[config.mk]
export PLATFORM = sky130hd
export DESIGN_NAME = bblur_avg
export DESIGN_NICKNAME = d
export VERILOG_FILES = /design/src/rtl/bblur_pkg.sv /design/src/rtl/bblur_avg.sv
export SDC_FILE = /design/constraint.sdc
export NUM_CORES = 1
export LEC_CHECK = 0
export BUFFER_PORTS_ARGS = -buffer_cell sky130_fd_sc_hd__buf_2
export CORE_AREA = 8 8 173 297
export DETAILED_ROUTE_END_ITERATION = 8
export DIE_AREA = 0 0 181 305
export SLEW_MARGIN = 10
export SYNTH_ARGS = -nofsm -noshare
export SYNTH_HDL_FRONTEND = slang
export SYNTH_SLANG_ARGS = --single-unit
[constraint.sdc]
create_clock -name i_clk -period 8.2 [get_ports i_clk]
set_input_delay 0 -clock i_clk [delete_from_list [all_inputs] [get_ports i_clk]]
set_output_delay 0 -clock i_clk [all_outputs]
set_load 0.05 [all_outputs]
[src/rtl/bblur_pkg.sv]
`timescale 1ns / 1ps
// Shared types, constants and helpers for the border-aware 3x3 box blur.
package bblur_pkg;

    // Fixed field and register widths
    localparam int CFG_W      = 13;
    localparam int ROW_W      = 12;
    localparam int ROW_LIMIT  = 4096;
    localparam int WIDTH_RST  = 640;
    localparam int HEIGHT_RST = 480;

    // Output queue
    localparam int OQ_DEPTH = 8;
    localparam int OQ_PTR_W = $clog2(OQ_DEPTH);
    localparam int OQ_CNT_W = $clog2(OQ_DEPTH + 1);

    // Averaging arithmetic: 9 x 255 fits in 12 bits, mean = (sum * recip) >> 15
    localparam int SUM_W       = 12;
    localparam int RECIP_W     = 16;
    localparam int RECIP_SHIFT = 15;
    localparam int CNT_W       = 4;

    // Neighbour counts of the clipped window
    localparam logic [CNT_W-1:0] CNT_ONE    = 4'd1;
    localparam logic [CNT_W-1:0] CNT_TWO    = 4'd2;
    localparam logic [CNT_W-1:0] CNT_THREE  = 4'd3;
    localparam logic [CNT_W-1:0] CNT_CORNER = 4'd4;
    localparam logic [CNT_W-1:0] CNT_EDGE   = 4'd6;
    localparam logic [CNT_W-1:0] CNT_INNER  = 4'd9;

    // Reciprocals scaled by 2^15, rounded up; exact for every sum up to 2295
    localparam logic [RECIP_W-1:0] RECIP_ONE    = 16'd32768;
    localparam logic [RECIP_W-1:0] RECIP_TWO    = 16'd16384;
    localparam logic [RECIP_W-1:0] RECIP_THREE  = 16'd10923;
    localparam logic [RECIP_W-1:0] RECIP_CORNER = 16'd8192;
    localparam logic [RECIP_W-1:0] RECIP_EDGE   = 16'd5462;
    localparam logic [RECIP_W-1:0] RECIP_INNER  = 16'd3641;

    typedef enum logic {
        KIND_PIXEL = 1'b0,
        KIND_DRAIN = 1'b1
    } t_kind;

    typedef enum logic [0:0] {
        REG_WIDTH  = 1'b0,
        REG_HEIGHT = 1'b1
    } t_reg_idx;

    typedef struct packed {
        logic [7:0] red;
        logic [7:0] green;
        logic [7:0] blue;
    } t_rgb;

    // Which sides of the window fall outside the frame
    typedef struct packed {
        logic top;
        logic bottom;
        logic left;
        logic right;
    } t_edges;

    // Item as handed from the counters to the line stores
    typedef struct packed {
        logic   vld;
        logic   emit;
        logic   last;
        t_edges edges;
        t_rgb   pix;
    } t_item;

    // Tag that travels beside the window towards the averager
    typedef struct packed {
        logic   vld;
        logic   last;
        t_edges edges;
    } t_tag;

    typedef struct packed {
        t_rgb rgb;
        logic last;
    } t_res;

    // Scaled reciprocal of the number of in-frame neighbours
    function automatic logic [RECIP_W-1:0] recip_of(input t_edges e);
        logic [1:0]       rows;
        logic [1:0]       cols;
        logic [CNT_W-1:0] cnt;
        logic [RECIP_W-1:0] r;
        rows = 2'd3 - {1'b0, e.top} - {1'b0, e.bottom};
        cols = 2'd3 - {1'b0, e.left} - {1'b0, e.right};
        cnt  = {2'b00, rows} * {2'b00, cols};
        unique case (cnt)
            CNT_ONE:    r = RECIP_ONE;
            CNT_TWO:    r = RECIP_TWO;
            CNT_THREE:  r = RECIP_THREE;
            CNT_CORNER: r = RECIP_CORNER;
            CNT_EDGE:   r = RECIP_EDGE;
            CNT_INNER:  r = RECIP_INNER;
            default:    r = RECIP_ONE;
        endcase
        return r;
    endfunction

endpackage

[src/rtl/bblur_avg.sv]
`timescale 1ns / 1ps
// Clipped neighbourhood sums and division by the neighbour count.
module bblur_avg
    import bblur_pkg::*;
(
    input  logic            i_clk,
    input  logic            i_rst_n,
    input  t_rgb [2:0][2:0] i_win,
    input  t_tag            i_tag,
    output logic            o_push,
    output t_res            o_res
);

    localparam int ROWSUM_W = 10;
    localparam int PROD_W   = SUM_W + RECIP_W;

    logic                      keep [3][3];
    logic [2:0][7:0]           chans [3][3];
    logic [7:0]                tap [3][3][3];
    logic [ROWSUM_W-1:0]       row_sum [3][3];
    logic [SUM_W-1:0]          tot [3];

    logic                      r_s3_vld;
    logic                      r_s3_last;
    logic [SUM_W-1:0]          r_s3_sum [3];
    logic [RECIP_W-1:0]        r_s3_recip;
    logic [PROD_W-1:0]         prod [3];
    logic [2:0][7:0]           quot;

    // Mask taps outside the frame, channel index 2 = red
    always_comb begin
        for (int dr = 0; dr < 3; dr++) begin
            for (int dc = 0; dc < 3; dc++) begin
                keep[dr][dc] = !((dr == 0 && i_tag.edges.top)  ||
                                 (dr == 2 && i_tag.edges.bottom) ||
                                 (dc == 0 && i_tag.edges.left) ||
                                 (dc == 2 && i_tag.edges.right));
                chans[dr][dc] = i_win[dr][dc];
                for (int ch = 0; ch < 3; ch++) begin
                    tap[ch][dr][dc] = keep[dr][dc] ? chans[dr][dc][ch] : 8'd0;
                end
            end
        end
    end

    // Row sums, then the column of row sums
    always_comb begin
        for (int ch = 0; ch < 3; ch++) begin
            for (int dr = 0; dr < 3; dr++) begin
                row_sum[ch][dr] = ROWSUM_W'(tap[ch][dr][0]) +
                                  ROWSUM_W'(tap[ch][dr][1]) +
                                  ROWSUM_W'(tap[ch][dr][2]);
            end
            tot[ch] = SUM_W'(row_sum[ch][0]) + SUM_W'(row_sum[ch][1]) +
                      SUM_W'(row_sum[ch][2]);
        end
    end

    // Sum stage registers
    always_ff @(posedge i_clk) begin
        if (!i_rst_n) begin
            r_s3_vld <= 1'b0;
        end else begin
            r_s3_vld <= i_tag.vld;
        end
    end

    always_ff @(posedge i_clk) begin
        if (i_tag.vld) begin
            for (int ch = 0; ch < 3; ch++) begin
                r_s3_sum[ch] <= tot[ch];
            end
            r_s3_recip <= recip_of(i_tag.edges);
            r_s3_last  <= i_tag.last;
        end
    end

    // Reciprocal multiply; the queue entry registers the product
    always_comb begin
        for (int ch = 0; ch < 3; ch++) begin
            prod[ch] = {{RECIP_W{1'b0}}, r_s3_sum[ch]} * {{SUM_W{1'b0}}, r_s3_recip};
            quot[ch] = prod[ch][RECIP_SHIFT +: 8];
        end
    end

    assign o_push       = r_s3_vld;
    assign o_res.rgb    = quot;
    assign o_res.last   = r_s3_last;

endmodule

==> results.md <==
- Status: complete, no violations
- Nets@finish: 3378
- Fill cells: 4602
- RSZ-0062 raised after global routing: false
- Max transition margin: 0.230
- Via count: 14900
- Fin Setup TNS: 0 ns
- Die Y: 305 microns
- Area leader, netlist: fa_1
- Overall routed net length: 58.5 mm
- Iteration count of the initial detailed-routing pass: 5
- Number of flops mapped to enable cells by yosys: 45
- Remaining routing DRC violations: 0
- # IOs: 250
- Synth Warn #: 0
- Syn_area_per_cell: 9.34 sq um
- Core Box Area: 47500 sq um
- Layout cell share with drive strength beyond 1: 0.114
- Synth top area cells: fa_1, inv_1, ha_1, edfxtp_1, and2_1
- Routed Antenna Nets: 0
- Final-report hold violation count: 0
- Violation count after the first detailed-route iteration: 420
- Setup Viol. Count Final: 0
- Min Tclk post-route: 6.46 ns
- Global-route wire length before repair: 94.1 mm
- Die area: 55200 sq um
- Most frequent cells in the layout: inv_1, fa_1, buf_2
- Synthesized cell area: 21000 sq um
- Final period utilization: 0.788
- Compound-Gate Fraction of Synth Area: 0.0384
- Mapped Cells: 2245
- Worst-path clk slew: 0.06 ns
- Num rows: 106
- Sequential fraction of the synthesis area: 0.0654
- Hold Path Cell Cnt: 4
- WL/cell: 19.1 microns
- Crit path DAT: 6.46 ns
- Area of the multi-input gates: 16700 sq um
- Initial antenna violation count: 0
- Share of flip-flops with an asynchronous set or reset: 0
- Largest net degree at the start of global routing: 47
- GPL Wtd Cong: 0.964
- TritonCTS Buffers: 5
- CTS root buf: clkbuf_16
- Via count of the first global-routing pass: 17900
- Gr ovfl total: 0
- Sequential cell area: 1370 sq um
- CTS max path bufs: 2
- Worst Setup End Kind: output port
- Post-CTS Setup Bufs: 0
- Chip width: 181 microns
- Synth Net Count: 3158
- Share of the synthesized area in the top cell type: 0.490
- CTS tree: yes
- Worst Hold Class: in -> reg
- Max-cap violations: 0
- Most used DFF post-synth: edfxtp_1
- Slew at the pin closest to its max-slew limit: 1.16 ns
- Max-slew violation count: 0
- Starting Density: 0.442
- Area grow syn2layout: 9.72%
- Synth cell types: 54
- Vias per std cell: 4.88
- XOR/XNOR Fraction of Synth Area: 0.0305
- Commonest non-fill, non-tap cell in the layout: inv_1
- CP max FO: 19
- Global Route Usage Sum: 0.220
- CTS sink cnt: 46
- Multiplexer share of the synthesized area: 0
- Fmax: 155 MHz
- Port-buffer cells: 249
- # diodes: 0
- Largest family of logic cells by synthesized area: adder cells
- Synth Area in Adders: 0.595
- Worst EP required: 8.20 ns
- Setup CP Type: reg -> out
- Startpoint types: flop
- Hpwl dp: 53.2 mm
- Synth Register Bits: 46
- CTS resizes: 0
- Max H-tree Level: 2
- Post-Synth Simple-Gate Area: 0.132
==> cells by family after synthesis <==
family	Yosys count
buffers and inverters	775
AO/OA/AOI/OAI	118
XOR/XNOR	73
AND/OR/NAND/NOR	544
adder cells (fa/ha/maj)	689
flip-flops	46
==> routing by layer <==
metal / up-vias / routed length [microns] / track usage
met4: 0 / 3410 / 0.115
met5: - / 0 / 0
li1: 6847 / - / -
met1: 7549 / 19700 / 0.211
met2: 415 / 33300 / 0.447
met3: 125 / 2030 / 0.0245
==> synth_stat cells, drive strengths merged (21+ instances only) <==
master,instances
clkbuf,48
and2,154
ha,176
xnor2,52
nand2b,41
nand2,222
nor2,32
nor2b,64
xor2,21
o21ai,25
edfxtp,45
fa,513
inv,723
a21oi,38
==> final timing paths <==
| path | end | slack [ns] | from |
|---|---|---|---|
| hold / removal | r_s3_sum[0][12]$_DFFE_PP_ | 0.35 | i_win[104] |
| setup / recovery | o_res[8] | 1.74 | r_s3_recip[12]$_DFFE_PP_ |
==> critical path, stage by stage (launching register included) <==
cell and delay [ns]:
edfxtp_1 0.81, buf_4 0.38, nand2_1 0.23, fa_1 0.54, fa_1 0.53, inv_1 0.07
fa_1 0.50, fa_1 0.52, inv_1 0.06, fa_1 0.49, inv_1 0.05, ha_1 0.30
a21oi_1 0.16, nand2_1 0.09, a221oi_1 0.32, o2111a_1 0.33, nor3_1 0.11, o211a_1 0.24
a211o_1 0.22, buf_2 0.21
==> repair_timing <==
item,4_1_cts,5_1_grt
hold buffers,2,0
endpoints found under the hold margin,2,0
endpoints found under the setup margin,0,0
==> through the flow <==
stage	hold slack (ns)	cells	setup slack (ns)	utilization	cell area, sq um
4_1_cts	0.346	3059	1.72	0.485	23000
3_5_place_dp	0.188	3050	2.05	0.482	22900
3_3_place_gp	0.183	3050	2.07	0.482	22900
5_1_grt	0.397	3059	1.34	0.485	23000
2_1_floorplan	0.0989	2245	2.59	-	21000
6_report	0.348	3059	1.74	0.485	23000
==> state kept, by name, summed over array words and instances, names as in the netlist <==
signal,count
r_s3_recip,8
o_push,1
r_s3_sum,36
r_s3_last,1
==> final cells by class <==
cell class | instances | share of cell area
Clock buffer | 7 | 0.00576
Sequential cell | 46 | 0.0596
Tap cell | 594 | 0.0323
Timing Repair Buffer | 265 | 0.0596
Inverter | 723 | 0.118
Multi-Input combinational cell | 1424 | 0.725
Power is left out: the tool's default activity adds up to more than one toggle a clock period on the data nets, which glitch-free logic cannot reach.
