**src/rtl/bblur_pkg.sv**
```systemverilog
`timescale 1ns / 1ps
// Shared types, constants and helpers for the border-aware 3x3 box blur.
package bblur_pkg;

    // Fixed field and register widths
    localparam int CFG_W      = 13;
    localparam int ROW_W      = 12;
    localparam int ROW_LIMIT  = 4096;
    localparam int WIDTH_RST  = 640;
    localparam int HEIGHT_RST = 480;

    // Output queue
    localparam int OQ_DEPTH = 8;
    localparam int OQ_PTR_W = $clog2(OQ_DEPTH);
    localparam int OQ_CNT_W = $clog2(OQ_DEPTH + 1);

    // Averaging arithmetic: 9 x 255 fits in 12 bits, mean = (sum * recip) >> 15
    localparam int SUM_W       = 12;
    localparam int RECIP_W     = 16;
    localparam int RECIP_SHIFT = 15;
    localparam int CNT_W       = 4;

    // Neighbour counts of the clipped window
    localparam logic [CNT_W-1:0] CNT_ONE    = 4'd1;
    localparam logic [CNT_W-1:0] CNT_TWO    = 4'd2;
    localparam logic [CNT_W-1:0] CNT_THREE  = 4'd3;
    localparam logic [CNT_W-1:0] CNT_CORNER = 4'd4;
    localparam logic [CNT_W-1:0] CNT_EDGE   = 4'd6;
    localparam logic [CNT_W-1:0] CNT_INNER  = 4'd9;

    // Reciprocals scaled by 2^15, rounded up; exact for every sum up to 2295
    localparam logic [RECIP_W-1:0] RECIP_ONE    = 16'd32768;
    localparam logic [RECIP_W-1:0] RECIP_TWO    = 16'd16384;
    localparam logic [RECIP_W-1:0] RECIP_THREE  = 16'd10923;
    localparam logic [RECIP_W-1:0] RECIP_CORNER = 16'd8192;
    localparam logic [RECIP_W-1:0] RECIP_EDGE   = 16'd5462;
    localparam logic [RECIP_W-1:0] RECIP_INNER  = 16'd3641;

    typedef enum logic {
        KIND_PIXEL = 1'b0,
        KIND_DRAIN = 1'b1
    } t_kind;

    typedef enum logic [0:0] {
        REG_WIDTH  = 1'b0,
        REG_HEIGHT = 1'b1
    } t_reg_idx;

    typedef struct packed {
        logic [7:0] red;
        logic [7:0] green;
        logic [7:0] blue;
    } t_rgb;

    // Which sides of the window fall outside the frame
    typedef struct packed {
        logic top;
        logic bottom;
        logic left;
        logic right;
    } t_edges;

    // Item as handed from the counters to the line stores
    typedef struct packed {
        logic   vld;
        logic   emit;
        logic   last;
        t_edges edges;
        t_rgb   pix;
    } t_item;

    // Tag that travels beside the window towards the averager
    typedef struct packed {
        logic   vld;
        logic   last;
        t_edges edges;
    } t_tag;

    typedef struct packed {
        t_rgb rgb;
        logic last;
    } t_res;

    // Scaled reciprocal of the number of in-frame neighbours
    function automatic logic [RECIP_W-1:0] recip_of(input t_edges e);
        logic [1:0]       rows;
        logic [1:0]       cols;
        logic [CNT_W-1:0] cnt;
        logic [RECIP_W-1:0] r;
        rows = 2'd3 - {1'b0, e.top} - {1'b0, e.bottom};
        cols = 2'd3 - {1'b0, e.left} - {1'b0, e.right};
        cnt  = {2'b00, rows} * {2'b00, cols};
        unique case (cnt)
            CNT_ONE:    r = RECIP_ONE;
            CNT_TWO:    r = RECIP_TWO;
            CNT_THREE:  r = RECIP_THREE;
            CNT_CORNER: r = RECIP_CORNER;
            CNT_EDGE:   r = RECIP_EDGE;
            CNT_INNER:  r = RECIP_INNER;
            default:    r = RECIP_ONE;
        endcase
        return r;
    endfunction

endpackage

```
**src/rtl/bblur_oq.sv**
```systemverilog
`timescale 1ns / 1ps
// Output queue with credit count so the input never overruns it.
module bblur_oq
    import bblur_pkg::*;
(
    input  logic i_clk,
    input  logic i_rst_n,
    input  logic i_reserve,
    input  logic i_push,
    input  t_res i_res,
    output logic o_full,
    output logic o_valid,
    input  logic i_stall,
    output t_res o_res
);

    t_res                r_q [OQ_DEPTH];
    logic [OQ_PTR_W-1:0] r_wr_ptr;
    logic [OQ_PTR_W-1:0] r_rd_ptr;
    logic [OQ_CNT_W-1:0] r_count;
    logic [OQ_CNT_W-1:0] r_pending;
    logic                pop;

    assign pop = o_valid && !i_stall;

    // Storage
    always_ff @(posedge i_clk) begin
        if (i_push) begin
            r_q[r_wr_ptr] <= i_res;
        end
    end

    // Pointers, fill level and results promised but not yet taken
    always_ff @(posedge i_clk) begin
        if (!i_rst_n) begin
            r_wr_ptr  <= '0;
            r_rd_ptr  <= '0;
            r_count   <= '0;
            r_pending <= '0;
        end else begin
            if (i_push) begin
                r_wr_ptr <= r_wr_ptr + 1'b1;
            end
            if (pop) begin
                r_rd_ptr <= r_rd_ptr + 1'b1;
            end
            if (i_push && !pop) begin
                r_count <= r_count + 1'b1;
            end else if (pop && !i_push) begin
                r_count <= r_count - 1'b1;
            end
            if (i_reserve && !pop) begin
                r_pending <= r_pending + 1'b1;
            end else if (pop && !i_reserve) begin
                r_pending <= r_pending - 1'b1;
            end
        end
    end

    assign o_full  = r_pending >= OQ_CNT_W'(OQ_DEPTH);
    assign o_valid = r_count != '0;
    assign o_res   = r_q[r_rd_ptr];

`ifndef ASSERT_OFF
    // Every queued result was reserved at admission
    a_count_covered: assert property (@(posedge i_clk) disable iff (!i_rst_n)
        r_count <= r_pending)
        else $error("queue holds more results than were reserved");

    // The credit scheme keeps a free slot for every push
    a_no_overflow: assert property (@(posedge i_clk) disable iff (!i_rst_n)
        i_push |-> (r_count < OQ_CNT_W'(OQ_DEPTH)))
        else $error("push into a full output queue");
`endif

endmodule

```
**config.mk**
```make
export PLATFORM = sky130hd
export DESIGN_NAME = bblur_oq
export DESIGN_NICKNAME = d
export VERILOG_FILES = /design/src/rtl/bblur_pkg.sv /design/src/rtl/bblur_oq.sv
export SDC_FILE = /design/constraint.sdc
export NUM_CORES = 1
export LEC_CHECK = 0
export ABC_AREA = 1
export BUFFER_PORTS_ARGS = -buffer_cell sky130_fd_sc_hd__buf_2
export CELL_PAD_IN_SITES_DETAIL_PLACEMENT = 1
export CELL_PAD_IN_SITES_GLOBAL_PLACEMENT = 2
export CORE_MARGIN = 2
export CORE_UTILIZATION = 41
export CTS_CLUSTER_DIAMETER = 50
export DETAILED_ROUTE_END_ITERATION = 10
export GPL_TIMING_DRIVEN = 0
export PLACE_DENSITY = 0.9
export SLEW_MARGIN = 30
export SYNTH_ARGS = -nofsm -noshare
export SYNTH_HDL_FRONTEND = slang
export SYNTH_SLANG_ARGS = --single-unit
```
**constraint.sdc**
```tcl
create_clock -name i_clk -period 2.9 [get_ports i_clk]
set_input_delay 0.435 -clock i_clk [delete_from_list [all_inputs] [get_ports i_clk]]
set_output_delay 0.435 -clock i_clk [all_outputs]
set_load 0.01 [all_outputs]
```
==> flow_summary.toml, run 1 <==
[setup_path]
max_stage_delay_ns = 0.46
cp-start-kind = "flop"
reg2reg_depth = 11
arrival_ns = 2.16
critPathMaxFanout = 10
ff2ff_setup_slack_ns = 0.72
required_ns = 2.47
crit_top_cell = "nand2_1"
crit_type = "reg2out"
critPathCapture = "o_res[0]"
end_kind = "primary output"
critPathSlowestCell = "clkbuf_1"
crit_chain = "inv_2, clkbuf_1, o21ai_0, nand2_1, nand2_1, nand2_1, buf_2"
reg2reg_to = "r_count[3]$_SDFFE_PN0P_"
timing.rr.start = "r_count[0]$_SDFFE_PN0P_"

[logic_synthesis]
syn-cell-area_sq_mm = 0.00891
ys_top_cells_by_area = "edfxtp_1, nor2_1, nand2_1"
yosys.area.top_type = "edfxtp_1"
netlist.area_leader.share_pct = 67.4
syn-num-nets = 830
synth_area_per_cell_sq_um = 11.3
synth_cell_types = 21
synth_seq_cells = 217
synth_warnings = 0
syn_inst = 790
ys_seq_area_share_pct = 71.2

[clocking]
insertion_delay_ns = 0.52
htreeDepth = 1
cts_repair_resize_count = 0
post-cts-setup-buffer-count = 0
path_clk_slew_ns = 0.06
clkSinkCount = 217
cts-root-buf = "clkbuf_16"
hold_buffers = 0
cts_buffer_depth = 3
cts_tree = "yes"
cts-buffers-inserted = 25

[global_route]
grt_pass1_vias = 6236
grt_overflow = 0
antenna_found_initial = 0
grt_start_max_net_pins = 21
grt_use_total_pct = 19.8
grt_pass1_wl_microns = 34500

[cells_and_area]
stdcell_count = 1175
drive_gt1_share_pct = 15.9
final_area_sq_mm = 0.0106
nets = 921
syn_to_final_growth_pct = 18.7
nFillCells = 2287
n_antenna_cell = 0

[placement]
numPortBuffers = 56
gp_congestion = 0.718
placed_area_sq_mm = 0.00978
dp.cells = 1129
hpwl_microns = 14600

[flow_run]
maxCapViolCount = 0

[pwr]
switching_share_pct = 30.3
power_frac_seq_pct = 40.9
ir_drop_mv = 0.616
power_mw = 8.86
p_leak_nw = 4.03
p_per_area_mw_per_mm2 = 838
p_int_mw = 6.17
combPwrFrac_pct = 24.6
switchingPower_mw = 2.69
power_frac_clock_pct = 34.5

[die]
std_cell_rows = 53
dieHeight_microns = 151
start_util_pct = 42.1
fp.dieW_microns = 151
core_area_sq_mm = 0.0212
io_pins = 57
design.die.area_sq_mm = 0.0229

[status]
outcome = "complete, no violations"

[detailed_routing]
drt-vias-per-instance = 5.07
dr.pass1.iters = 4
drt_wl_total_microns = 21700
vias = 5958
drc = 0
drt_iter0_drc = 367
antenna_left = 0
wl_per_cell_microns = 18.5

[hold_path]
min_path_type = "in2reg"

[sta]
skew_ns = 0.00934
tightest_slew_ns = 0.593
rsz0062_at_grt = "false"
setup_viol = 0
slew_headroom_pct = 60.4
hold-worst-slack_ns = 0.199
finalCriticalPeriod_ns = 2.60
max_freq_ghz = 0.385
fin_tns_setup_ns = 0
final_max_slew_viol_count = 0
fin_crit_sh_pct = 89.5
timing_hold_violations_final = 0
-- synthesized netlist by cell type --
library cell  count
nor2_1          219
edfxtp_1        200
nand2_1         152
inv_1            18
buf_1             3
inv_2             3
buf_2            12
buf_6             8
nand3_1           8
fa_1              2
clkbuf_1          5
o21ai_1          35
clkbuf_2          3
a21oi_1          11
clkbuf_8          4
dfxtp_1          17
ha_1              8
buf_4             3
xor2_1            3
o21ai_0          73
or2_2             3
-- through the flow --
step / worst slack, ns / utilization, %
after detailed placement: 0.673 / 46.2
after CTS: 0.300 / 50.0
after floorplan: 0.623 / -
final: 0.304 / 50.0
after global placement: -0.462 / 45.1
after global routing: 0.227 / 50.0
-- power by group through the flow --
stage	clock [mW]	combinational (mW)	sequential, mW
after floorplan	0	1.43	3.68
after global placement	0	2.09	3.69
after detailed placement	0	2.19	3.70
after CTS	3.11	2.22	3.63
after global routing	3.25	2.50	3.64
final	3.06	2.18	3.63
-- placed cells by master, fill, tap and decap left out, types with 12 or more instances in the layout --
cell       Yosys  layout
inv_1         18      18
dfxtp_1       17      17
buf_2         12      68
clkbuf_1       5      12
nand2_1      152     152
o21ai_0       73      73
nor2_1       219     211
edfxtp_1     200     200
clkbuf_16      0      25
o21ai_1       35      35
-- registers in the layout, summed over array words and instances, names as in the netlist, named ones only --
register and cells:
r_q 200, r_count 4, r_pending 4, r_rd_ptr 3, r_wr_ptr 3
-- metal layers --
layer | track usage [%] | up-vias | part of all wire [%]
li1 | - | 2874 | -
met1 | 25.7 | 2950 | 44
met2 | 35.3 | 107 | 50
met3 | 2.71 | 27 | 4.0
met4 | 4.53 | 0 | 1.6
met5 | 0 | - | 0
-- cell type report --
cell class / count / area, sq um / area share, %
flip-flops and latches: 217 / 6350 / 60.0
multi-input cells: 514 / 2270 / 21.5
clock buffers: 32 / 652 / 6.16
repair buffers: 64 / 463 / 4.38
well taps: 275 / 344 / 3.25
plain buffers: 38 / 273 / 2.58
clock inverters: 14 / 146 / 1.38
inverters: 21 / 78.8 / 0.745
-- critical path, delay by kind of cell (launching register included) --
family                 cells  cell delay, ns
buffers and inverters      3            0.77
DFF                        1            0.33
and+or+nand+nor            3            0.31
AOI/OAI and AO/OA          1            0.23
-- how the worst min path moves through the flow --
stage	startpoint	endpoint	slack, ns	cells past startpoint
after floorplan	r_rd_ptr[1]$_SDFFE_PN0P_	flop	0.46	2
after global placement	r_rd_ptr[1]$_SDFFE_PN0P_	r_rd_ptr[1]$_SDFFE_PN0P_	0.48	2
after detailed placement	r_rd_ptr[1]$_SDFFE_PN0P_	r_rd_ptr[1]$_SDFFE_PN0P_	0.49	2
after CTS	i_res[10]	r_q[4][10]$_DFFE_PP_	0.19	1
after global routing	i_res[10]	r_q[4][10]$_DFFE_PP_	0.20	1
final	i_res[10]	r_q[4][10]$_DFFE_PP_	0.20	1
-- cell families (layout without fill, tap and decap cells) --
family | Yosys count | count (layout) | synth area share [%]
AO/OA/AOI/OAI | 119 | 119 | 6.68
XOR/XNOR | 3 | 3 | 0.295
adder cells (fa/ha/maj) | 10 | 10 | 1.57
buffers and inverters | 59 | 169 | 3.95
flip-flops | 217 | 217 | 71.2
AND/OR/NAND/NOR | 382 | 382 | 16.3
Note: power is estimated with default switching activity, not from simulation.
==> run 2, diff against run 1 <==
PLACE_DENSITY = 0.79   (was 0.9)
==> run 2 against run 1 <==
Net effect:
- total power grew 3.8%
- worst setup slack gained 0.051 ns
- highest routed layer unchanged
- routed wire length grew 3.6%
- critical endpoint is now o_res[19]
- register-to-register slack lost 0.02 ns
- final cell count grew 0.26%
- via count shrank 0.72%
- die area is the same
- non-clock buffer count is the same
==> flow_summary.toml, run 2 (synthesis results as in run 1) <==
[sta]
max_freq_ghz = 0.393
fin_tns_setup_ns = 0
slew_headroom_pct = 62.0
tightest_slew_ns = 0.570
setup_viol = 0
finalCriticalPeriod_ns = 2.54
skew_ns = 0.00776
timing_hold_violations_final = 0
fin_ws_ns = 0.355
fin_crit_sh_pct = 87.7
rsz0062_at_grt = "false"
final_max_slew_viol_count = 0

[clocking]
htreeDepth = 1
clkSinkCount = 217
cts_buffer_depth = 3
cts_repair_resize_count = 0
cts-root-buf = "clkbuf_16"
cts-buffers-inserted = 26
hold_buffers = 0
post-cts-setup-buffer-count = 0
path_clk_slew_ns = 0.06
cts_tree = "yes"
insertion_delay_ns = 0.52

[setup_path]
end_kind = "primary output"
reg2reg_to = "r_count[3]$_SDFFE_PN0P_"
critPathMaxFanout = 10
crit_chain = "inv_2, clkbuf_1, o21ai_0, nand2_1, nand2_1, nand2_1, buf_2"
reg2reg_depth = 11
path_depth = 7
arrival_ns = 2.11
cp-start-kind = "flop"
crit_buf_inv = 3
critPathSlowestCell = "clkbuf_1"
max_stage_delay_ns = 0.48
critPathCapture = "o_res[19]"
crit_top_cell = "nand2_1"
crit_type = "reg2out"
required_ns = 2.47
timing.rr.start = "r_count[0]$_SDFFE_PN0P_"
crit_family = "buffers and inverters"
ff2ff_setup_slack_ns = 0.70

[detailed_routing]
dr.pass1.iters = 5
antenna_left = 0
drt_iter0_drc = 331
wl_per_cell_microns = 19.1
vias = 5915
drt-vias-per-instance = 5.02
drc = 0
drt_wl_total_microns = 22500

[die]
fp.dieW_microns = 151
start_util_pct = 42.1
std_cell_rows = 53
design.die.area_sq_mm = 0.0229
dieHeight_microns = 151
core_area_sq_mm = 0.0212
io_pins = 57

[pwr]
power_frac_seq_pct = 39.5
ir_drop_mv = 0.410
switchingPower_mw = 2.77
power_frac_clock_pct = 36.5
combPwrFrac_pct = 24.0
p_leak_nw = 4.10
switching_share_pct = 30.1
power_mw = 9.20
p_per_area_mw_per_mm2 = 857
p_int_mw = 6.43

[placement]
hpwl_microns = 15000
numPortBuffers = 56
place_ws_ns = 0.722
gp_congestion = 0.774
placed_area_sq_mm = 0.00982

[global_route]
grt_use_total_pct = 20.6
antenna_found_initial = 0
grt_start_max_net_pins = 16
grt_overflow = 0
grt_pass1_wl_microns = 35500
grt_pass1_vias = 6413

[status]
outcome = "complete, no violations"

[flow_run]
maxCapViolCount = 0

[cells_and_area]
largest_register_ffs = 200
nets = 922
final_common_cell = "nor2_1"
most-common-layout-cells = "nor2_1, edfxtp_1, nand2_1"
fin_util_pct = 50.7
drive_gt1_share_pct = 16.6
final_area_sq_mm = 0.0107
top_regs = "r_q x200, r_count x4, r_pending x4"
syn_to_final_growth_pct = 20.4
top_register = "r_q"

[hold_path]
min_path_type = "in2reg"
run 2: cell types whose count changed in the layout (fill, tap and decap cells not counted), sizes merged:
cell / before / now
bufinv: 3 / 4
diode: 0 / 1
clkinvlp: 1 / 2
run 2: final cells by class:
cell class	instances	area (sq um)
antenna	1	2.50
sequential	217	6350
multi-input combinational	514	2270
buffer	38	273
timing repair buffer	64	500
clock buffer	32	714
clock inverter	16	196
tap	275	344
fill	2235	10400
inverter	21	78.8
run 2: per-stage QoR:
| step | hold WS [ns] | cells |
|---|---|---|
| after CTS | 0.187 | 1177 |
| after detailed placement | 0.492 | 1129 |
| after global routing | 0.202 | 1177 |
| after global placement | 0.480 | 1121 |
| after floorplan | 0.459 | 790 |
| final | 0.205 | 1178 |
run 2: how the worst min path moves through the flow:
stage	start	endpoint	slack, ns	cells after the start
4_1_cts	i_res[21]	r_q[2][21]$_DFFE_PP_	0.19	1
6_report	i_res[21]	r_q[2][21]$_DFFE_PP_	0.20	1
3_3_place_gp	r_rd_ptr[1]$_SDFFE_PN0P_	r_rd_ptr[1]$_SDFFE_PN0P_	0.48	2
2_1_floorplan	r_rd_ptr[1]$_SDFFE_PN0P_	flop	0.46	2
5_1_grt	i_res[10]	r_q[6][10]$_DFFE_PP_	0.20	1
3_5_place_dp	r_wr_ptr[0]$_SDFFE_PN0P_	r_wr_ptr[0]$_SDFFE_PN0P_	0.49	2
run 2: per-layer routing:
layer / share of wire, % / global-route usage (%) / up-vias
met3: 4.1 / 2.89 / 33
met2: 52 / 37.1 / 110
met5: 0 / 0 / -
met1: 42 / 25.9 / 2897
li1: - / - / 2875
met4: 1.5 / 5.61 / 0
run 2: power by group through the flow:
| stage | Combinational, mW | Sequential, mW | Clock (mW) |
|---|---|---|---|
| 6_report | 2.20 | 3.63 | 3.36 |
| 5_1_grt | 2.52 | 3.65 | 3.55 |
| 4_1_cts | 2.25 | 3.63 | 3.41 |
| 3_5_place_dp | 2.23 | 3.70 | 0 |
| 3_3_place_gp | 2.10 | 3.69 | 0 |
| 2_1_floorplan | 1.43 | 3.68 | 0 |
run 2: worst register-to-register path, stage by stage (launching register included):
cell and delay (ns):
dfxtp_1 0.41, nor2_1 0.08, nand3_1 0.19, nand2_1 0.18
ha_1 0.24, inv_1 0.14, ha_1 0.27, or2_2 0.31
nand3_1 0.09, nand3_1 0.07, nand2_1 0.07, inv_1 0.04
