**src/rtl/bblur_pkg.sv**
```systemverilog
`timescale 1ns / 1ps
// Shared types, constants and helpers for the border-aware 3x3 box blur.
package bblur_pkg;

    // Fixed field and register widths
    localparam int CFG_W      = 13;
    localparam int ROW_W      = 12;
    localparam int ROW_LIMIT  = 4096;
    localparam int WIDTH_RST  = 640;
    localparam int HEIGHT_RST = 480;

    // Output queue
    localparam int OQ_DEPTH = 8;
    localparam int OQ_PTR_W = $clog2(OQ_DEPTH);
    localparam int OQ_CNT_W = $clog2(OQ_DEPTH + 1);

    // Averaging arithmetic: 9 x 255 fits in 12 bits, mean = (sum * recip) >> 15
    localparam int SUM_W       = 12;
    localparam int RECIP_W     = 16;
    localparam int RECIP_SHIFT = 15;
    localparam int CNT_W       = 4;

    // Neighbour counts of the clipped window
    localparam logic [CNT_W-1:0] CNT_ONE    = 4'd1;
    localparam logic [CNT_W-1:0] CNT_TWO    = 4'd2;
    localparam logic [CNT_W-1:0] CNT_THREE  = 4'd3;
    localparam logic [CNT_W-1:0] CNT_CORNER = 4'd4;
    localparam logic [CNT_W-1:0] CNT_EDGE   = 4'd6;
    localparam logic [CNT_W-1:0] CNT_INNER  = 4'd9;

    // Reciprocals scaled by 2^15, rounded up; exact for every sum up to 2295
    localparam logic [RECIP_W-1:0] RECIP_ONE    = 16'd32768;
    localparam logic [RECIP_W-1:0] RECIP_TWO    = 16'd16384;
    localparam logic [RECIP_W-1:0] RECIP_THREE  = 16'd10923;
    localparam logic [RECIP_W-1:0] RECIP_CORNER = 16'd8192;
    localparam logic [RECIP_W-1:0] RECIP_EDGE   = 16'd5462;
    localparam logic [RECIP_W-1:0] RECIP_INNER  = 16'd3641;

    typedef enum logic {
        KIND_PIXEL = 1'b0,
        KIND_DRAIN = 1'b1
    } t_kind;

    typedef enum logic [0:0] {
        REG_WIDTH  = 1'b0,
        REG_HEIGHT = 1'b1
    } t_reg_idx;

    typedef struct packed {
        logic [7:0] red;
        logic [7:0] green;
        logic [7:0] blue;
    } t_rgb;

    // Which sides of the window fall outside the frame
    typedef struct packed {
        logic top;
        logic bottom;
        logic left;
        logic right;
    } t_edges;

    // Item as handed from the counters to the line stores
    typedef struct packed {
        logic   vld;
        logic   emit;
        logic   last;
        t_edges edges;
        t_rgb   pix;
    } t_item;

    // Tag that travels beside the window towards the averager
    typedef struct packed {
        logic   vld;
        logic   last;
        t_edges edges;
    } t_tag;

    typedef struct packed {
        t_rgb rgb;
        logic last;
    } t_res;

    // Scaled reciprocal of the number of in-frame neighbours
    function automatic logic [RECIP_W-1:0] recip_of(input t_edges e);
        logic [1:0]       rows;
        logic [1:0]       cols;
        logic [CNT_W-1:0] cnt;
        logic [RECIP_W-1:0] r;
        rows = 2'd3 - {1'b0, e.top} - {1'b0, e.bottom};
        cols = 2'd3 - {1'b0, e.left} - {1'b0, e.right};
        cnt  = {2'b00, rows} * {2'b00, cols};
        unique case (cnt)
            CNT_ONE:    r = RECIP_ONE;
            CNT_TWO:    r = RECIP_TWO;
            CNT_THREE:  r = RECIP_THREE;
            CNT_CORNER: r = RECIP_CORNER;
            CNT_EDGE:   r = RECIP_EDGE;
            CNT_INNER:  r = RECIP_INNER;
            default:    r = RECIP_ONE;
        endcase
        return r;
    endfunction

endpackage

```
**src/rtl/bblur_ctrl.sv**
```systemverilog
`timescale 1ns / 1ps
// Frame registers, input/output position counters and item admission.
module bblur_ctrl
    import bblur_pkg::*;
#(
    parameter int MAX_WIDTH = 4096,
    localparam int COL_W = $clog2(MAX_WIDTH)
) (
    input  logic             i_clk,
    input  logic             i_rst_n,
    input  logic             i_cfg_we,
    input  t_reg_idx         i_cfg_index,
    input  logic [CFG_W-1:0] i_cfg_data,
    input  logic             i_valid,
    input  logic             i_full,
    input  logic             i_kind,
    input  t_rgb             i_pix,
    output t_item            o_item,
    output logic [COL_W-1:0] o_col,
    output logic             o_restart
);

    localparam int EXT_W  = CFG_W + 1;
    localparam int IROW_W = ROW_W + 1;
    localparam int W_RST  = (WIDTH_RST > MAX_WIDTH) ? MAX_WIDTH : WIDTH_RST;

    logic [COL_W-1:0]  r_w_m1;
    logic [ROW_W-1:0]  r_h_m1;
    logic [COL_W-1:0]  r_in_col,  n_in_col;
    logic [IROW_W-1:0] r_in_row,  n_in_row;
    logic [COL_W-1:0]  r_out_col, n_out_col;
    logic [ROW_W-1:0]  r_out_row, n_out_row;

    logic   flushing;
    logic   take;
    logic   emit;
    logic   in_end;
    logic   last;
    t_edges edges;

    // Clipped width - 1: zero acts as one, oversize as MAX_WIDTH
    function automatic logic [COL_W-1:0] width_m1(input logic [CFG_W-1:0] v);
        logic [EXT_W-1:0] ext;
        ext = {1'b0, v};
        if (ext == '0) begin
            return '0;
        end else if (ext > EXT_W'(MAX_WIDTH)) begin
            return COL_W'(MAX_WIDTH - 1);
        end
        return COL_W'(ext - 1'b1);
    endfunction

    // Clipped height - 1: zero acts as one, oversize as the row limit
    function automatic logic [ROW_W-1:0] height_m1(input logic [CFG_W-1:0] v);
        logic [EXT_W-1:0] ext;
        ext = {1'b0, v};
        if (ext == '0) begin
            return '0;
        end else if (ext > EXT_W'(ROW_LIMIT)) begin
            return ROW_W'(ROW_LIMIT - 1);
        end
        return ROW_W'(ext - 1'b1);
    endfunction

    // All pixels in: every item now flushes, drains are ignored before that
    assign flushing = r_in_row > {1'b0, r_h_m1};
    assign take     = i_valid && !i_full && !((i_kind == KIND_DRAIN) && !flushing);

    // Output trails input by one row and one pixel
    assign emit = (r_in_row >= IROW_W'(2)) ||
                  ((r_in_row == IROW_W'(1)) && (r_in_col != '0));
    assign in_end = r_in_col == r_w_m1;

    assign edges.top    = r_out_row == '0;
    assign edges.bottom = r_out_row == r_h_m1;
    assign edges.left   = r_out_col == '0;
    assign edges.right  = r_out_col == r_w_m1;
    assign last         = edges.bottom && edges.right;

    // Counter advance
    always_comb begin
        n_in_col  = r_in_col;
        n_in_row  = r_in_row;
        n_out_col = r_out_col;
        n_out_row = r_out_row;
        if (take) begin
            if (in_end) begin
                n_in_col = '0;
                n_in_row = r_in_row + 1'b1;
            end else begin
                n_in_col = r_in_col + 1'b1;
            end
            if (emit) begin
                priority if (last) begin
                    n_in_col  = '0;
                    n_in_row  = '0;
                    n_out_col = '0;
                    n_out_row = '0;
                end else if (edges.right) begin
                    n_out_col = '0;
                    n_out_row = r_out_row + 1'b1;
                end else begin
                    n_out_col = r_out_col + 1'b1;
                end
            end
        end
    end

    // Registers; a register write restarts the frame
    always_ff @(posedge i_clk) begin
        if (!i_rst_n) begin
            r_w_m1    <= COL_W'(W_RST - 1);
            r_h_m1    <= ROW_W'(HEIGHT_RST - 1);
            r_in_col  <= '0;
            r_in_row  <= '0;
            r_out_col <= '0;
            r_out_row <= '0;
        end else if (i_cfg_we) begin
            unique case (i_cfg_index)
                REG_WIDTH:  r_w_m1 <= width_m1(i_cfg_data);
                REG_HEIGHT: r_h_m1 <= height_m1(i_cfg_data);
            endcase
            r_in_col  <= '0;
            r_in_row  <= '0;
            r_out_col <= '0;
            r_out_row <= '0;
        end else begin
            r_in_col  <= n_in_col;
            r_in_row  <= n_in_row;
            r_out_col <= n_out_col;
            r_out_row <= n_out_row;
        end
    end

    assign o_item.vld   = take;
    assign o_item.emit  = emit;
    assign o_item.last  = last;
    assign o_item.edges = edges;
    assign o_item.pix   = flushing ? '0 : i_pix;
    assign o_col        = r_in_col;
    assign o_restart    = i_cfg_we;

`ifndef ASSERT_OFF
    // The frame's final result sends every counter back to the start
    a_last_restarts: assert property (@(posedge i_clk) disable iff (!i_rst_n)
        (take && emit && last) |=>
        (r_in_col == '0 && r_in_row == '0 && r_out_col == '0 && r_out_row == '0))
        else $error("counters not cleared after last of frame");

    // Columns stay inside the configured width
    a_col_bound: assert property (@(posedge i_clk) disable iff (!i_rst_n)
        (r_in_col <= r_w_m1) && (r_out_col <= r_w_m1))
        else $error("column counter beyond frame width");
`endif

endmodule

```
**config.mk**
```make
export PLATFORM = sky130hd
export DESIGN_NAME = bblur_ctrl
export DESIGN_NICKNAME = d
export VERILOG_FILES = /design/src/rtl/bblur_pkg.sv /design/src/rtl/bblur_ctrl.sv
export SDC_FILE = /design/constraint.sdc
export NUM_CORES = 1
export LEC_CHECK = 0
export ABC_CLOCK_PERIOD_IN_PS = 2990
export BUFFER_PORTS_ARGS = -buffer_cell sky130_fd_sc_hd__buf_2
export CAP_MARGIN = 25
export CORE_MARGIN = 8
export CORE_UTILIZATION = 25
export CTS_BUF_LIST = sky130_fd_sc_hd__clkbuf_4
export DETAILED_ROUTE_END_ITERATION = 16
export GPL_ROUTABILITY_DRIVEN = 0
export HOLD_SLACK_MARGIN = 0.12
export SLEW_MARGIN = 20
export SYNTH_ARGS = -nofsm -noshare
export SYNTH_HDL_FRONTEND = slang
export SYNTH_SLANG_ARGS = --single-unit
export TNS_END_PERCENT = 5
```
**constraint.sdc**
```tcl
create_clock -name i_clk -period 2.99 [get_ports i_clk]
set_input_delay 0.1495 -clock i_clk [delete_from_list [all_inputs] [get_ports i_clk]]
set_output_delay 0.1495 -clock i_clk [all_outputs]
set_load 0.01 [all_outputs]
```
==> summary.md, run 1 <==
| Metric | Value |
|---|---|
| Status | complete, no violations |
| I/O Pins | 88 |
| CORE AREA | 19300 sq um |
| Initial antenna violation count | 1 |
| Final-stage net count | 755 |
| Sequential area share after synthesis | 0.302 |
| Most frequent cells in the layout | buf_2, dfxtp_1, nand2_1, nor2_1, xor2_1 |
| Hold Crit Class | in -> reg |
| Num CTS Buffers | 9 |
| #FFs+latches synth | 73 |
| 1st-iter DRT viols | 302 |
| Cell taking the most area after synthesis | dfxtp_1 |
| Die Wd | 155 um |
| YS warnings | 0 |
| Slew headroom | 0.432 |
| Per-cell routed wire length | 14.8 um |
| Multi-input logic area | 3100 sq um |
| Final setup margin | 167 ps |
| CTS sink cnt | 73 |
| Fin. Hold Viols | 0 |
| Post-synth cell types | 61 |
| FP Rows | 51 |
| Min-delay src | i_cfg_we |
| Htree depth | 3 |
| Detailed-route via count | 4546 |
| Async SR Flop Fraction | 0 |
| Final Critical Period | 2820 ps |
| Placed cell areas | 5580 sq um |
| Clk root buf | clkbuf_4 |
| CP Launch Type | flop |
| Synth top area share | 0.302 |
| Max Clock Skew | 24.1 ps |
| DR pass1 iterations | 5 |
| Most used DFF post-synth | dfxtp_1 |
| DIE HEIGHT | 155 um |
| Reg area | 1470 sq um |
| Via density | 4.74 |
| Max-cap violation count | 0 |
| Largest net degree at the start of global routing | 43 |
| Initial Util | 0.251 |
| Crit path from | r_h_m1[3] |
| Share of layout cells above drive strength 1 | 0.215 |
| Most common cell after layout, fill and taps aside | buf_2 |
| FILL cells | 2134 |
| Clock Pin Slew Worst Setup and Hold Paths | 140 ps |
| Critical Path RT | 2840 ps |
| TritonCTS clock tree | built |
| Hold Slack | 212 ps |
| Worst vdd ir | 0.000215 V |
| Placement Setup Slack | 167 ps |
| All-Layer GR Usage | 0.118 |
| Number of nets still failing antenna checks after routing | 0 |
| CTS max path bufs | 2 |
| Area Overhead vs Synth | 20.2% |
| Worst Tran Pin Value | 846 ps |
| Pwr dens | 340 nW/um^2 |
| WL final | 14200 um |
| Setup CP Type | reg -> out |
| Worst R2R Start | r_h_m1[11] |
| Synth Instances | 603 |
| Fmax | 354 MHz |
| Syn_nets | 670 |
| Post-Synthesis Cell Area | 4850 sq um |
| Pleak | 2.35 nW |
| CP arrival | 2670 ps |
| Final Power | 0.00198 W |
| Post-synth EDFFs | 0 |
| GRT overflow | 0 |
| Setup slack, reg-to-reg | 320 ps |
| # DRC | 0 |
| Buffers on Ports | 87 |
| Clk_lat worst skew | 440 ps |
| CP max FO | 13 |
| Fin crit share | 0.944 |
| # setup viols final | 0 |
| DP Wirelength | 10900 um |
| Synth top area cells | dfxtp_1, xor2_1, ha_1, o211ai_1, and2_1 |
| Avg Synthesized Cell Area | 8.04 sq um |
| Die Area | 24100 sq um |
| CP endpoint kind | output port |
| First-pass GRT wire length | 23100 um |
| Vias in the first global route | 4322 |
| Slew Limit Fails | 0 |
| Fin area | 5820 sq um |
-- state kept, by name (all words and copies together) (netlist names) --
signal     count
r_h_m1        12
r_out_row     12
r_out_col     12
r_w_m1        12
o_col         12
r_in_row      13
-- routing by layer --
layer | part of all wire | vias up | global-route usage
li1 | - | 2300 | -
met1 | 0.46 | 2104 | 0.152
met2 | 0.47 | 115 | 0.193
met3 | 0.037 | 27 | 0.0169
met4 | 0.026 | 0 | 0.0531
met5 | 0 | - | 0
-- metrics by stage --
step,cells,TNS (ps),util
floorplan,603,0,-
global placement,936,0,0.290
detailed placement,936,0,0.290
CTS,956,0,0.301
global route,959,-8.67,0.302
finish,959,0,0.302
-- cell families (layout without fill, tap and decap cells) --
family,count (synthesis),in the layout,share of synthesized area
XOR/XNOR,71,71,0.128
adder cells (fa/ha/maj),24,24,0.0615
other,0,1,0
AND/OR/NAND/NOR,246,246,0.264
multiplexers,1,1,0.00207
buffers and inverters,69,159,0.0620
AO/OA/AOI/OAI,119,119,0.181
flip-flops,73,73,0.302
-- worst max-delay path: stages (launching register included) --
cell	delay, ps
dfxtp_2	370
inv_1	50
ha_1	300
a21o_1	160
a21oi_1	190
a21boi_2	110
o31a_4	410
o21ai_2	160
buf_6	170
inv_1	130
buf_2	180
-- synthesized netlist by cell type, types with 12 or more instances --
library cell   n
inv_1         31
ha_1          23
xor2_1        49
nor4_1        17
nand2_1       53
o211ai_1      30
a211oi_1      12
nor2_1        50
and2_1        33
clkbuf_1      23
xnor2_1       22
dfxtp_1       73
o21ai_0       21
a21oi_1       19
nand3_1       33
-- power by group --
part	internal (W)	switching, W
logic	0.0000979	0.000132
clock network	0.000351	0.000379
registers	0.000994	0.0000263
total	0.00144	0.000537
-- cell type report --
| class | instances | area share |
|---|---|---|
| Multi-Input combinational cell | 461 | 0.532 |
| Sequential cell | 73 | 0.252 |
| Timing Repair Buffer | 112 | 0.109 |
| Tap cell | 265 | 0.0569 |
| Inverter | 31 | 0.0200 |
| Clock inverter | 6 | 0.0157 |
| Clock buffer | 10 | 0.0129 |
| Antenna cell | 1 | 0.000430 |
-- final timing paths --
kind                                endpoint  cells past startpoint
worst min-delay path             r_in_row[1]                      4
worst min register to register     r_h_m1[3]                      2
worst max register to register  r_out_row[5]                     10
worst max-delay path              o_item[30]                     10
-- repair_timing --
action	4_1_cts	5_1_grt
setup buffers	0	2
pin swaps	0	1
endpoints found under the hold margin	16	0
hold buffers	4	0
gates resized for setup	1	8
setup endpoints to repair	1	25
No activity file was read; power rests on OpenSTA's default activity.
==> run 2: changes to the inputs <==
Settings changed: ABC_CLOCK_PERIOD_IN_PS 2990 to 3280.
Clock period 2.99 ns to 3.28 ns, I/O delays scaled along.
==> summary.md, run 2 (same netlist as run 1, synthesis figures left out) <==
| Metric | Value |
|---|---|
| Status | complete, no violations |
| GRT overflow | 0 (unchanged) |
| Num CTS Buffers | 9 (unchanged) |
| Largest register by flop count | r_in_row |
| Most common cell after layout, fill and taps aside | buf_2 |
| Die Area | 24100 sq um (unchanged) |
| Fmax | 328 MHz |
| Worst Tran Pin Value | 878 ps (+32.4 ps) |
| Final Critical Period | 3050 ps |
| Crit path largest cell delay | 480 ps (+70 ps) |
| Setup slack, reg-to-reg | 480 ps (+160 ps) |
| Critical Path RT | 3120 ps (+280 ps) |
| Fin Setup TNS | 0 ps (unchanged) |
| FP Rows | 51 (unchanged) |
| Max Clock Skew | 15.8 ps (-8.38 ps) |
| DP Wirelength | 10900 um (-0.30%) |
| FILL cells | 2120 (-0.66%) |
| Htree depth | 3 (unchanged) |
| I/O Pins | 88 (unchanged) |
| Hold Slack | 144 ps (-67.9 ps) |
| Share of layout cells above drive strength 1 | 0.191 (-0.0238) |
| Switch share | 0.287 (+0.0157) |
| CP max FO | 14 (+1) |
| Setup CP Type | reg -> out |
| Cts hold-fix bufs | 0 (-4) |
| All-Layer GR Usage | 0.118 (-0.000470) |
| Clock Pin Slew Worst Setup and Hold Paths | 120 ps (-20 ps) |
| # DRC | 0 (unchanged) |
| Max reg flops | 13 (unchanged) |
| Vias in the first global route | 4387 (+1.5%) |
| Slowest CP cell | o31a_2 |
| Number of nets still failing antenna checks after routing | 0 (unchanged) |
| CTS max path bufs | 2 (unchanged) |
| Post_cts resized | 0 (-1) |
| Psw | 0.000460 W (-14%) |
| DR pass1 iterations | 4 (-1) |
| Slew headroom | 0.415 (-0.0178) |
| Largest net degree at the start of global routing | 43 (unchanged) |
| Buffers on Ports | 87 (unchanged) |
| 1st-iter DRT viols | 229 (-24%) |
| TritonCTS clock tree | built |
| Per-cell routed wire length | 14.9 um (+0.49%) |
| Fin. Hold Viols | 0 (unchanged) |
| CP endpoint kind | output port |
| Fin crit share | 0.930 |
| DIE HEIGHT | 155 um (unchanged) |
| RSZ-0062 raised after global routing | false |
| Comb pwr share | 0.128 (+0.012) |
| Pleak | 2.26 nW (-3.7%) |
| Detailed-route via count | 4435 (-2.4%) |
| Pwr dens | 284 nW/um^2 (-16%) |
| Hold Crit Class | in -> reg |
| CP cell instances | ha_1 > nor2b_1 > o21ai_0 > a21boi_2 > o31a_2 > o21ai_4 > inv_1 > buf_2 |
| CORE AREA | 19300 sq um (unchanged) |
| Initial Util | 0.251 (unchanged) |
| Max-cap violation count | 0 (unchanged) |
| First-pass GRT wire length | 23100 um (-0.12%) |
| CP arrival | 2890 ps (+220 ps) |
| # setup viols final | 0 (unchanged) |
| WL final | 14100 um (-0.87%) |
| Clk_lat worst skew | 430 ps (about the same) |
| Clk root buf | clkbuf_4 |
| Die Wd | 155 um (unchanged) |
| Post CTS Setup Buffer Count | 0 (unchanged) |
| Worst vdd ir | 0.000119 V (-45%) |
| Placed cells | 929 (-0.75%) |
| CTS sink cnt | 73 (unchanged) |
| Slew Limit Fails | 0 (unchanged) |
| CP Launch Type | flop |
| Initial antenna violation count | 1 (unchanged) |
| Final-stage net count | 742 (-1.7%) |
| Most frequent cells in the layout | buf_2, dfxtp_1, nand2_1, nor2_1, xor2_1 |
| Area Overhead vs Synth | 16.3% |
| Final cell count without fillers | 946 (-1.4%) |
| Sequential share of power | 0.580 (+0.065) |
| Total internal power | 0.00114 W (-21%) |
| Via density | 4.69 (-1.1%) |
| Clock power frac | 0.292 (-0.076) |
-- run 2: cell types whose count changed in the layout (fill, tap and decap cells not counted), moves of 2 or more --
cell	change
buf_4	-8
bufinv_16	-2
clkinv_1	+4
clkinv_2	+2
clkinvlp_4	-3
dfxtp_1	+6
dfxtp_2	-6
dlygate4sd3_1	-4
-- run 2: cell type report --
cell class,count,area [sq um],share of cell area
flip-flops and latches,73,1460,0.259
well taps,265,332,0.0588
clock inverters,6,25.0,0.00444
repair buffers,99,526,0.0932
multi-input cells,461,3100,0.550
inverters,31,116,0.0206
clock buffers,10,75.1,0.0133
diodes,1,2.50,0.000444
-- run 2: through the flow --
| stage | util | setup slack (ps) | total power (W) | instance area [sq um] |
|---|---|---|---|---|
| global placement | 0.287 | 488 | 0.00115 | 5530 |
| detailed placement | 0.287 | 414 | 0.00116 | 5530 |
| CTS | 0.292 | 41.5 | 0.00161 | 5630 |
| finish | 0.293 | 228 | 0.00160 | 5640 |
| global route | 0.293 | 25.5 | 0.00168 | 5640 |
| floorplan | - | 1030 | 0.00107 | 4850 |
-- run 2: path summary, 6_finish.rpt --
kind                       end        start  cells after the start
setup reg to reg  r_in_row[12]   r_h_m1[11]                      9
hold reg to reg      r_h_m1[3]    r_h_m1[3]                      2
setup / recovery    o_item[30]  r_in_row[1]                      8
hold / removal       r_h_m1[7]      i_rst_n                      2
-- run 2: power by group through the flow --
stage | Clock, W | Sequential [W] | Combinational, W
floorplan | 0 | 0.000941 | 0.000130
global placement | 0 | 0.000949 | 0.000204
detailed placement | 0 | 0.000950 | 0.000205
CTS | 0.000478 | 0.000930 | 0.000206
global route | 0.000515 | 0.000932 | 0.000233
finish | 0.000468 | 0.000929 | 0.000206
-- run 2: worst max-delay path: cells and delay by family (launching register included) --
family                   cells  cell delay [ps]
AND/OR/NAND/NOR              1              130
AO/OA/AOI/OAI                4             1150
flip-flops                   1              460
adder cells (fa/ha/maj)      1              290
buffers and inverters        2              420
-- run 2: metal layers --
| layer | vias to the layer above | wire (um) | global-route usage |
|---|---|---|---|
| met2 | 104 | 6630 | 0.195 |
| li1 | 2265 | - | - |
| met5 | - | 0 | 0 |
| met1 | 2040 | 6580 | 0.149 |
| met4 | 0 | 357 | 0.0541 |
| met3 | 26 | 480 | 0.0166 |
==> run 3: changes to the inputs <==
Settings changed: BUFFER_PORTS_ARGS -buffer_cell sky130_fd_sc_hd__buf_2 to -buffer_cell sky130_fd_sc_hd__clkbuf_2.
==> summary.md, run 3 (same netlist as run 1, synthesis figures left out) <==
| Metric | Value |
|---|---|
| Initial Util | 0.251 (unchanged) |
| DP Wirelength | 10900 um (-0.11%) |
| CORE AREA | 19300 sq um (unchanged) |
| Slew Limit Fails | 0 (unchanged) |
| Htree depth | 3 (unchanged) |
| Critical Path RT | 3120 ps (about the same) |
| Die Wd | 155 um (unchanged) |
| CTS max path bufs | 2 (unchanged) |
| TritonCTS clock tree | built |
| Most frequent cells in the layout | clkbuf_2, dfxtp_1, nand2_1, nor2_1, xor2_1 |
| Final-stage net count | 743 (+0.13%) |
| Worst vdd ir | 0.000126 V (+6.3%) |
| Met1 usage | 0.151 (+0.00208) |
| 1st-iter DRT viols | 279 (+22%) |
| Per-cell routed wire length | 14.9 um (+0.35%) |
| Most common cell after layout, fill and taps aside | clkbuf_2 |
| Cts hold-fix bufs | 0 (unchanged) |
| Largest register by flop count | r_in_row |
| Buffers on Ports | 87 (unchanged) |
| Number of nets still failing antenna checks after routing | 0 (unchanged) |
| Via density | 4.74 (+1.1%) |
| CTS sink cnt | 73 (unchanged) |
| Clock Pin Slew Worst Setup and Hold Paths | 110 ps (about the same) |
| Post_cts resized | 0 (unchanged) |
| Crit path largest cell delay | 480 ps (about the same) |
| Share of layout cells above drive strength 1 | 0.193 (+0.00175) |
| Placed cells | 930 (+0.11%) |
| CP endpoint kind | output port |
| Fmax | 329 MHz (+0.50%) |
| FP Rows | 51 (unchanged) |
| FILL cells | 2118 (-0.094%) |
| Slowest CP cell | o31a_2 |
| Post CTS Setup Buffer Count | 0 (unchanged) |
| Initial antenna violation count | 1 (unchanged) |
| GRT overflow | 0 (unchanged) |
| Fin crit share | 0.926 (-0.00464) |
| DIE HEIGHT | 155 um (unchanged) |
| M2 GR Usage | 0.187 (-0.00818) |
| DR pass1 iterations | 7 (+3) |
| Max Clock Skew | 12.1 ps (-3.63 ps) |
| Area Overhead vs Synth | 16.4% (about the same) |
| Vias in the first global route | 4389 (+0.046%) |
| CP top delay family | compound AO/OA/AOI/OAI gates |
| Pleak | 2.27 nW (+0.22%) |
| CP max FO | 14 (unchanged) |
| Fin. Hold Viols | 0 (unchanged) |
| Pwr dens | 284 nW/um^2 (about the same) |
| Final cell count without fillers | 945 (-0.11%) |
| Detailed-route via count | 4478 (+0.97%) |
| Clk_lat worst skew | 410 ps (-20 ps) |
| Fin Setup TNS | 0 ps (unchanged) |
| Largest net degree at the start of global routing | 43 (unchanged) |
| Max-cap violation count | 0 (unchanged) |
| # setup viols final | 0 (unchanged) |
| Final Critical Period | 3040 ps (-15.2 ps) |
| WL final | 14100 um (+0.24%) |
| All-Layer GR Usage | 0.117 (-0.00102) |
| Die Area | 24100 sq um (unchanged) |
| I/O Pins | 88 (unchanged) |
| Clk root buf | clkbuf_4 |
| GRT met3 Usage | 0.0161 (-0.000555) |
| # DRC | 0 (unchanged) |
| CP Launch Type | flop |
| Status | complete, no violations |
| First-pass GRT wire length | 22900 um (-0.96%) |
| CP cell instances | ha_1 > a21o_1 > a21oi_1 > a21boi_2 > o31a_2 > o21ai_4 > inv_1 > clkbuf_2 |
| RSZ-0062 raised after global routing | false |
| Hold Crit Class | in -> reg |
| Setup CP Type | reg -> out |
| Worst Tran Pin Value | 865 ps (-13.2 ps) |
| Gr busiest metal | met2 |
| Max reg flops | 13 (unchanged) |
| WP buf/inv | 2 (unchanged) |
| CP arrival | 2870 ps (-20 ps) |
| Num CTS Buffers | 9 (unchanged) |
| Slew headroom | 0.419 (+0.00493) |
run 3: cell types whose count changed in the layout (fill, tap and decap cells not counted):
cell | previous run | this run
clkbuf_4 | 10 | 12
clkinv_2 | 2 | 0
clkbuf_2 | 0 | 87
clkinv_1 | 4 | 2
buf_2 | 87 | 0
buf_4 | 12 | 13
run 3: through the flow:
step                      setup slack, ps  power (W)   util  area [sq um]  hold slack (ps)
after floorplan                      1030    0.00107      -          4850              286
after global placement                479    0.00115  0.287          5540              505
after detailed placement              384    0.00116  0.287          5540              508
after CTS                            74.3    0.00162  0.292          5630              166
after global routing                 50.3    0.00168  0.293          5640              233
final                                 243    0.00160  0.293          5640              189
run 3: final timing paths:
| check | startpoint | end | slack (ps) | cells past startpoint |
|---|---|---|---|---|
| max | r_in_row[3] | o_item[30] | 240 | 8 |
| min | i_cfg_data[12] | r_h_m1[0] | 190 | 3 |
| max reg2reg | r_h_m1[11] | r_in_row[0] | 420 | 9 |
| min reg2reg | r_h_m1[1] | r_h_m1[1] | 520 | 2 |
run 3: layout make-up:
type | instances | area (sq um) | share of cell area
tap | 265 | 332 | 0.0588
antenna | 1 | 2.50 | 0.000443
multi-input combinational | 461 | 3100 | 0.549
timing repair buffer | 100 | 533 | 0.0945
clock buffer | 12 | 90.1 | 0.0160
inverter | 31 | 116 | 0.0206
sequential | 73 | 1460 | 0.259
clock inverter | 2 | 7.51 | 0.00133
run 3: metal layers:
metal | wire length [um] | up-vias
li1 | - | 2274
met1 | 6650 | 2073
met2 | 6570 | 102
met3 | 461 | 29
met4 | 408 | 0
met5 | 0 | -
run 3: where the power goes:
| group | switching (W) | internal (W) |
|---|---|---|
| sequential | 0.0000243 | 0.000905 |
| clock | 0.000297 | 0.000170 |
| combinational | 0.000121 | 0.0000858 |
| total | 0.000443 | 0.00116 |
run 3: tightest hold or removal path, stage by stage:
cell and delay [ps]:
clkbuf_2 100, o21ai_0 130, o211ai_1 160
